[config.mk]
export PLATFORM = sky130hd
export DESIGN_NAME = mdv_queue
export DESIGN_NICKNAME = d
export VERILOG_FILES = /design/src/rtl/core/mdv_queue.sv
export SDC_FILE = /design/constraint.sdc
export NUM_CORES = 1
export LEC_CHECK = 0
export BUFFER_PORTS_ARGS = -buffer_cell sky130_fd_sc_hd__buf_2
export CORE_MARGIN = 8
export CORE_UTILIZATION = 47
export CTS_CLUSTER_DIAMETER = 100
export DETAILED_ROUTE_END_ITERATION = 7
export GPL_ROUTABILITY_DRIVEN = 0
export GPL_TIMING_DRIVEN = 0
export PLACE_DENSITY = 0.77
export SYNTH_ARGS = -nofsm -noshare
export SYNTH_HDL_FRONTEND = slang
export SYNTH_SLANG_ARGS = --single-unit
[constraint.sdc]
create_clock -name clk -period 2.5 [get_ports clk]
set_input_delay 0.25 -clock clk [delete_from_list [all_inputs] [get_ports clk]]
set_output_delay 0.25 -clock clk [all_outputs]
set_load 0.03 [all_outputs]
[src/rtl/core/mdv_queue.sv]
// two-entry queue between the front end and the back end
module mdv_queue #(
    parameter int unsigned WIDTH = 40
) (
    input  logic             clk,
    input  logic             rst_n,
    input  logic             push_valid,
    output logic             push_ready,
    input  logic [WIDTH-1:0] push_data,
    output logic             pop_valid,
    input  logic             pop_ready,
    output logic [WIDTH-1:0] pop_data
);

    logic [WIDTH-1:0] entry_reg [2];
    logic             wr_ptr_reg;
    logic             rd_ptr_reg;
    logic [1:0]       count_reg;
    logic             do_push;
    logic             do_pop;

    assign push_ready = (count_reg != 2'd2);
    assign pop_valid  = (count_reg != 2'd0);
    assign pop_data   = entry_reg[rd_ptr_reg];
    assign do_push    = push_valid && push_ready;
    assign do_pop     = pop_valid && pop_ready;

    always_ff @(posedge clk or negedge rst_n)
    begin
        if (!rst_n)
        begin
            wr_ptr_reg <= 1'b0;
            rd_ptr_reg <= 1'b0;
            count_reg  <= 2'd0;
        end
        else
        begin
            if (do_push)
            begin
                wr_ptr_reg <= ~wr_ptr_reg;
            end
            if (do_pop)
            begin
                rd_ptr_reg <= ~rd_ptr_reg;
            end
            if (do_push && !do_pop)
            begin
                count_reg <= count_reg + 2'd1;
            end
            else if (do_pop && !do_push)
            begin
                count_reg <= count_reg - 2'd1;
            end
        end
    end

    always_ff @(posedge clk)
    begin
        if (do_push)
        begin
            entry_reg[wr_ptr_reg] <= push_data;
        end
    end

endmodule

==> metrics.md, run 1 <==
| Metric | Value |
|---|---|
| Status | complete, no violations |
| Normalized max-slew margin | a little over half |
| Largest net degree at the start of global routing | 25 |
| Initial Util | roughly half |
| Final setup vio count | 0 |
| Commonest cells after routing, fill and taps aside | buf_2, edfxtp_1, mux2_4 |
| Die Y | roughly 100 um |
| Post-CTS setup buffers | 0 |
| Register bit total from synthesis | between 80 and 90 |
| Vias per Instance | between 4 and 5 |
| Minimum clock period | ~1.9 ns |
| Synth unique cells | 15 |
| Final hold viol count | 0 |
| Crit. End Element | flip-flop |
| Peak Freq | 532.1 MHz |
| Slew Viols, Final | 0 |
| Initial antenna violation count | 0 |
| Pwr Total | about 0.0052 W |
| Startpoint types | flip-flop |
| Post-Route WL | roughly 5600 um |
| Initial drt markers | 43 |
| Core area | ~0.0068 sq mm |
| Clk Latency, worst-skew pair | approximately 0.34 ns |
| Synth Instances | between 100 and 150 |
| Die W | between 90 and 100 um |
| CP delay by family, top | simple AND/OR/NAND/NOR gates |
| GRT overflow | 0 |
| Syn nets | around 190 |
| Post-synthesis sequential area ratio | ~76% |
| Met2 Use GR | 19.01% |
| Crit path max fanout | 21 |
| Die ar. | between 0.009 and 0.01 sq mm |
| Remaining DRCs | 0 |
| CTS Sinks | 84 |
| Worst hold path type | input port to flip-flop |
| Row count | 30 |
| Power per cell area | between 1000 and 1500 mW/mm^2 |
| Final setup margin | a little over 0.6 ns |
| H-tree levels | 3 |
| Arr. time, crit path | around 1.9 ns |
| Commonest non-fill, non-tap cell in the layout | buf_2 |
| Via Count | 1578 |
| Total global-route track usage | a little under an eighth |
| Final period util | roughly three quarters |
| Synth Warn # | 0 |
| Routed length per placed instance | between 15 and 20 um |
| Design Area, Final | roughly 0.0041 sq mm |
| Final nets | 287 |
| IO Port Bufs | 85 |
| Met3 usage | about 4.7% |
| Post-CTS sizing | 0 |
| First-pass GRT wire length | a little under 9000 um |
| Clk root buf | clkbuf_8 |
| Flip-flop count of the largest register after layout | 80 |
| Post-CTS Hold Buffers | 1 |
| I/O Pins | 86 |
| Max VDD drop | 888.2 uV |
| Placed inst area | between 0.003 and 0.004 sq mm |
| WP buf/inv | 1 |
| Vias in the first global route | approximately 1800 |
| DRT antenna net count | 0 |
| Fraction of layout instances using a drive strength above 1 | 59.92% |
| Max cap viols | 0 |
| Clock-pin slew on the worst setup and hold paths | about 0.080 ns |
| Critical Path RT | roughly 2.6 ns |
| Final Util | 60.17% |
| Largest stage delay, worst path | between 0.5 and 0.6 ns |
| Skew final | approximately 0.009 ns |
| CP Class | flip-flop to flip-flop |
| Clk buf depth | 2 |
| Antenna diodes | 0 |
| Unrepaired setup endpoints after global routing | no |
| TritonCTS clock tree | done |
| DRT Pass-1 Iters | 4 |
| Worst Tran Pin Value | around 0.72 ns |
| Dpl hpwl | around 4000 um |
| Area grow syn2layout | 24.46% |
| GR peak layer | met2 |
| Total CTS buffers | 9 |
| Setup WS pre-CTS | 0.6267 ns |
| Critical-path top delay cell | nor2_4 |
| Avg Inst Size Synth | ~23 sq um |
| Leak | approximately 1.7 nW |
| Post-Syn Area | about 0.0033 sq mm |
| Grt met1 use | 12.85% |
| Crit-path cells | nand2b_1 -> nand2_1 -> nor2_4 -> buf_16 |
-- where the power goes --
part | total [W] | switching [W] | internal [W]
clock network | 0.000910 | 0.000453 | 0.000456
registers | 0.00203 | 0.000101 | 0.00193
logic | 0.00224 | 0.00128 | 0.000957
total | 0.00518 | 0.00184 | 0.00334
-- path summary, 6_finish.rpt --
check | startpoint | end | slack, ns | cells past startpoint
hold reg to reg | count_reg[1] | count_reg[1] | 0.55 | 1
setup reg to reg | count_reg[0] | entry_reg[0][26] | 0.62 | 4
max in group asynchronous | rst_n | count_reg[0] | 2.13 | 2
setup / recovery | count_reg[0] | entry_reg[0][26] | 0.62 | 4
hold / removal | push_data[6] | entry_reg[1][6] | 0.09 | 1
min in group asynchronous | rst_n | wr_ptr_reg | 0.24 | 2
-- final cells by class --
class                   count  area, sq um
clock buffers               9        123.9
plain buffers               5        91.34
multi-input cells          53        695.7
clock inverters             7        67.56
inverters                   1        3.754
well taps                  96        120.1
fillers                   522         2706
flip-flops and latches     84         2502
repair buffers             88        483.0
-- routing by layer --
layer	vias to the layer above	part of all wire [%]
li1	749	-
met1	758	43
met2	59	48
met3	12	7.3
met4	0	1.8
met5	-	0
-- per-stage QoR --
step / cells / TNS, ns / hold slack (ns)
after floorplan: 143 / 0 / -0.04559
after global placement: 324 / -8.522 / 0.06064
after detailed placement: 326 / 0 / 0.06362
after CTS: 343 / 0 / 0.07364
after global routing: 343 / 0 / 0.06930
final: 343 / 0 / 0.09099
-- synth_stat cells (all sizes together) --
| cell type | n | area, sq um |
|---|---|---|
| dfrtp | 4 | 100.1 |
| edfxtp | 80 | 2402 |
| and3 | 1 | 6.260 |
| nand2b | 1 | 6.260 |
| nand2 | 2 | 7.510 |
| nor2 | 2 | 7.510 |
| xnor2 | 3 | 26.28 |
| buf | 5 | 91.34 |
| or2 | 1 | 6.260 |
| xor2 | 2 | 17.52 |
| ha | 1 | 12.51 |
| mux2 | 40 | 596.8 |
| inv | 1 | 3.750 |
-- cells by family (layout without fill, tap and decap cells) --
family	after synthesis	after routing	synth area share [%]
mux	40	40	18.17
xor+xnor	5	5	1.334
buf+inv	6	110	2.895
fa+ha+maj	1	1	0.3809
flops	84	84	76.19
simple gates	7	7	1.029
No activity file was read; power rests on OpenSTA's default activity.
==> run 2: changes to the inputs <==
==> constraint.sdc (replaced) <==
create_clock -name clk -period 1.7 [get_ports clk]
set_input_delay 0.17 -clock clk [delete_from_list [all_inputs] [get_ports clk]]
set_output_delay 0.17 -clock clk [all_outputs]
set_load 0.03 [all_outputs]
==> metrics.md, run 2 (synthesized netlist as in run 1, its figures left out) <==
| Metric | Value |
|---|---|
| Final nets | between 300 and 400 |
| Commonest cells after routing, fill and taps aside | edfxtp_1, buf_2, mux2_4 |
| Final hold viol count | 0 |
| GRT overflow | 0 |
| WHS Path Cells | 1 |
| Post-CTS setup buffers | 0 |
| Final period util | a little over nine tenths |
| DRT antenna net count | 0 |
| Die W | around 100 um |
| Peak Freq | 606.1 MHz |
| Largest net degree at the start of global routing | 41 |
| Leak | 1.764 nW |
| Die Y | approximately 100 um |
| Via Count | ~1700 |
| Multi-input logic area | just over 700 sq um |
| Post-Route WL | slightly above 6000 um |
| Clock-pin slew on the worst setup and hold paths | 0.08 ns |
| Power per cell area | 1826 mW/mm^2 |
| Register Area | approximately 0.0025 sq mm |
| Total CTS buffers | 9 |
| Arr. time, crit path | between 1 and 1.5 ns |
| Core area | about 0.0068 sq mm |
| Row count | 30 |
| Max cap viols | 0 |
| Fraction of layout instances using a drive strength above 1 | between 50% and 60% |
| I/O Pins | 86 |
| Normalized max-slew margin | 57.23% |
| Initial drt markers | 55 |
| Vias per Instance | 4.582 |
| Crit-path cells | buf_6 -> buf_12 -> mux2_4 -> buf_2 |
| Minimum clock period | roughly 1.6 ns |
| Flip-flop count of the largest register after layout | 80 |
| Reg2Reg Launch Point | count_reg[0] |
| CTS Sinks | 84 |
| Largest stage delay, worst path | 0.37 ns |
| Critical-path top delay cell | dfrtp_1 |
| First-pass GRT wire length | roughly 9300 um |
| Dpl hpwl | ~4000 um |
| R2R cell count | 3 |
| Startpoint types | flip-flop |
| Skew final | between 0.007 and 0.008 ns |
| TritonCTS clock tree | done |
| Max VDD drop | between 1000 and 1500 uV |
| Area grow syn2layout | 32.69% |
| Initial antenna violation count | 0 |
| Remaining DRCs | 0 |
| Slew Viols, Final | 0 |
| Clk root buf | clkbuf_8 |
| Final Util | roughly 64% |
| Fillers | between 400 and 500 |
| HP Start | push_data[10] |
| Register-to-Register Setup Slack | around 0.14 ns |
| Status | complete, no violations |
| H-tree levels | 3 |
| Routed length per placed instance | 16.83 um |
| Final setup margin | 0.05024 ns |
| CP Class | flip-flop to output pin |
| Final setup vio count | 0 |
| Commonest non-fill, non-tap cell in the layout | edfxtp_1 |
| Die ar. | between 0.009 and 0.01 sq mm |
| Crit path max fanout | 10 |
| Setup WS pre-CTS | -0.2954 ns |
| Clk buf depth | 2 |
| DRT Pass-1 Iters | 4 |
| Worst hold path endpoint | entry_reg[1][10] |
| Vias in the first global route | roughly 1900 |
| Reg-to-Reg End | entry_reg[0][31] |
| IO Port Bufs | 85 |
| Initial Util | between 40 and 50% |
| Crit. End Element | output pin |
| Worst hold path type | input port to flip-flop |
| Critical Path RT | 1.53 ns |
| Worst Tran Pin Value | 0.6400 ns |
| Antenna diodes | 0 |
| Clk Latency, worst-skew pair | roughly 0.34 ns |
| Total global-route track usage | about 13% |
## run 2: cell count changes in the layout (fill, tap and decap cells not counted), sizes merged
cell / delta
nor2: +1
clkbuf: +2
bufinv: +1
dlygate4sd3: +19
buf: -2
clkinv: -3
## run 2: cell type report
class / count / area share, %
buffer: 5 / 2.096
clock buffer: 11 / 3.015
clock inverter: 5 / 1.751
inverter: 1 / 0.08613
multi-input combinational: 54 / 16.65
sequential: 84 / 57.42
tap: 96 / 2.756
timing repair buffer: 105 / 16.22
## run 2: report_power, final
part / internal, W / leakage (nW) / total, W / switching, W
clock: 0.000821 / 0.101 / 0.00147 / 0.000644
sequential: 0.00284 / 0.790 / 0.00301 / 0.000168
combinational: 0.00158 / 0.873 / 0.00349 / 0.00191
## run 2: per-stage QoR
step	std cells	setup TNS [ns]	hold WS [ns]	cell area (sq um)	power, W
floorplan	143	0	-0.1256	3308	0.005570
global placement	324	-15.25	-0.01937	3854	0.006265
detailed placement	324	-17.40	-0.01432	3854	0.006327
CTS	360	0	0.0001447	4267	0.007865
global route	361	-0.002255	0.003569	4358	0.008309
finish	361	0	0.01608	4358	0.007958
## run 2: routing by layer
metal	routed length, um	vias to the layer above	GRT usage (%)
met1	2300	817	12.09
li1	-	786	-
met2	3391	41	23.35
met3	235	10	2.793
met4	148	0	8.731
met5	0	-	0
## run 2: worst max-delay path by stage
stage | startpoint | endpoint | depth (start not counted)
4_1_cts | rd_ptr_reg | pop_data[7] | 4
6_report | rd_ptr_reg | pop_data[25] | 4
5_1_grt | rd_ptr_reg | pop_data[26] | 4
3_3_place_gp | count_reg[0] | entry_reg[0][39] | 3
2_1_floorplan | count_reg[0] | entry_reg[0][0] | 3
3_5_place_dp | count_reg[0] | entry_reg[0][33] | 3
## run 2: worst max-delay path: cells and delay by family (launching register included)
kind,cells,cell delay (ns)
DFF,1,0.37
muxes,1,0.29
buffers and inverters,3,0.47
## run 2: timing repair
action,CTS,global route
hold buffers,19,1
endpoints found under the hold margin,38,2
resized for setup,2,59
pin swaps,1,0
cloned,1,0
endpoints found under the setup margin,80,28
==> run 3: changes to the inputs <==
--- a/config.mk
+++ b/config.mk
@@ -7,12 +7,12 @@
 export LEC_CHECK = 0
 export BUFFER_PORTS_ARGS = -buffer_cell sky130_fd_sc_hd__buf_2
 export CORE_MARGIN = 8
-export CORE_UTILIZATION = 47
+export CORE_UTILIZATION = 28
 export CTS_CLUSTER_DIAMETER = 100
 export DETAILED_ROUTE_END_ITERATION = 7
 export GPL_ROUTABILITY_DRIVEN = 0
 export GPL_TIMING_DRIVEN = 0
-export PLACE_DENSITY = 0.77
+export PLACE_DENSITY = 0.58
 export SYNTH_ARGS = -nofsm -noshare
 export SYNTH_HDL_FRONTEND = slang
 export SYNTH_SLANG_ARGS = --single-unit
==> metrics.md, run 3 (synthesized netlist as in run 1, its figures left out) <==
| Metric | Value |
|---|---|
| Final setup vio count | 0 |
| Final Util | 36.77% |
| Critical Path RT | between 1.5 and 2 ns |
| Design Area, Final | roughly 0.0042 sq mm |
| Post-Route WL | between 6000 and 7000 um |
| Commonest non-fill, non-tap cell in the layout | buf_2 |
| Final nets | 286 |
| Arr. time, crit path | ~1.5 ns |
| Clk buf depth | 2 |
| Clk root buf | clkbuf_16 |
| Initial drt markers | 38 |
| Total global-route track usage | roughly 8% |
| First-pass GRT wire length | 9487 um |
| I/O Pins | between 80 and 90 |
| Slew Viols, Final | 0 |
| Max VDD drop | around 630 uV |
| Status | complete, no violations |
| Power per cell area | around 1900 mW/mm^2 |
| Core area | about 0.011 sq mm |
| Final setup margin | 0.05324 ns |
| TritonCTS clock tree | done |
| Worst hold path endpoint | entry_reg[1][39] |
| Setup TNS | 0 ns |
| Die ar. | between 0.015 and 0.02 sq mm |
| DRT antenna net count | 0 |
| Max cap viols | 0 |
| Setup WS pre-CTS | -0.3523 ns |
| Reg-to-Reg End | entry_reg[0][32] |
| CTS Sinks | 84 |
| Placed inst area | roughly 0.004 sq mm |
| Leak | between 1.5 and 2 nW |
| Via Count | 1610 |
| Vias in the first global route | 1763 |
| Die W | between 100 and 150 um |
| Worst hold path type | input port to flip-flop |
| Crit path max fanout | 10 |
| HP Start | push_data[39] |
| Vias per Instance | a little over 4 |
| Fraction of layout instances using a drive strength above 1 | between 60% and 70% |
| DRT Pass-1 Iters | 4 |
| IO Port Bufs | 85 |
| Clock-pin slew on the worst setup and hold paths | around 0.060 ns |
| Largest stage delay, worst path | 0.37 ns |
| Pwr Total | roughly 0.0080 W |
| Commonest cells after routing, fill and taps aside | buf_2, edfxtp_1, mux2_4 |
| Remaining DRCs | 0 |
| Startpoint types | flip-flop |
| WHS Path Cells | 1 |
| Worst setup path startpoint | rd_ptr_reg |
| Reg2Reg Launch Point | count_reg[0] |
| Normalized max-slew margin | between 50% and 60% |
| Final period util | between 90% and 100% |
| Minimum clock period | about 1.6 ns |
| Skew final | ~0.0072 ns |
| Total CTS buffers | 9 |
| H-tree levels | 3 |
| Antenna diodes | 0 |
| Routed length per placed instance | between 15 and 20 um |
| R2R cell count | 3 |
| Crit-path cells | buf_6 -> buf_12 -> mux2_4 -> buf_2 |
| Largest net degree at the start of global routing | slightly above 40 |
| Worst Tran Pin Value | 0.6942 ns |
| Area grow syn2layout | 27.85% |
| Crit. End Element | output pin |
| Die Y | 124.3 um |
| Clk Latency, worst-skew pair | around 0.33 ns |
| Row count | 39 |
| Initial antenna violation count | 0 |
| Initial Util | between 20 and 30% |
| Register-to-Register Setup Slack | between 0.1 and 0.15 ns |
| Flip-flop count of the largest register after layout | 80 |
| CP Class | flip-flop to output pin |
| GRT overflow | 0 |
| Peak Freq | a little over 600 MHz |
| Unrepaired setup endpoints after global routing | no |
| Final hold viol count | 0 |
| Critical-path top delay cell | dfrtp_1 |
-- run 3: changes by cell type in the layout (fill, tap and decap cells not counted), sizes merged --
| cell | delta |
|---|---|
| clkinv | +1 |
| clkinvlp | +1 |
| dlygate4sd3 | -19 |
| bufinv | -2 |
-- run 3: cell type report --
type	count	area, sq um
clock buffer	11	232.7
buffer	5	91.34
tap	143	178.9
clock inverter	5	28.78
fill	1100	7219
timing repair buffer	86	435.4
sequential	84	2502
multi-input combinational	54	725.7
inverter	1	3.754
-- run 3: routing by layer --
layer / routed length, um / global-route usage, %
met4: 132 / 4.465
met1: 2479 / 8.559
met2: 3016 / 12.85
met5: 0 / 0
met3: 522 / 3.660
-- run 3: report_power, final --
| group | internal [W] | switching (W) | leakage, nW |
|---|---|---|---|
| clock network | 0.000979 | 0.000717 | 0.123 |
| logic | 0.00136 | 0.00191 | 0.765 |
| registers | 0.00284 | 0.000157 | 0.790 |
-- run 3: worst max-delay path by stage --
stage                       endpoint  slack (ns)  depth (start not counted)
floorplan            entry_reg[0][0]       0.004                          3
CTS                     pop_data[26]        0.02                          4
detailed placement  entry_reg[0][32]       -0.35                          3
global route        entry_reg[0][19]      0.0006                          3
finish                  pop_data[29]        0.05                          4
global placement    entry_reg[0][34]       -0.33                          3
-- run 3: repair_timing --
item                       in CTS  in global routing
setup endpoints to repair      80                  0
hold buffers                    1                  0
gates resized for setup         2                  0
hold endpoints to repair        4                  0
setup buffers                   0                  0
-- run 3: stage by stage --
step	cells	hold slack (ns)
after floorplan	143	-0.1256
after global placement	371	-0.01821
after detailed placement	371	-0.01662
after CTS	389	0.01189
after global routing	389	0.01466
final	389	0.02908
-- run 3: worst max-delay path: cells and delay by family, from the launching register on --
kind / cells / cell delay (ns)
DFF: 1 / 0.37
muxes: 1 / 0.30
buffers and inverters: 3 / 0.48
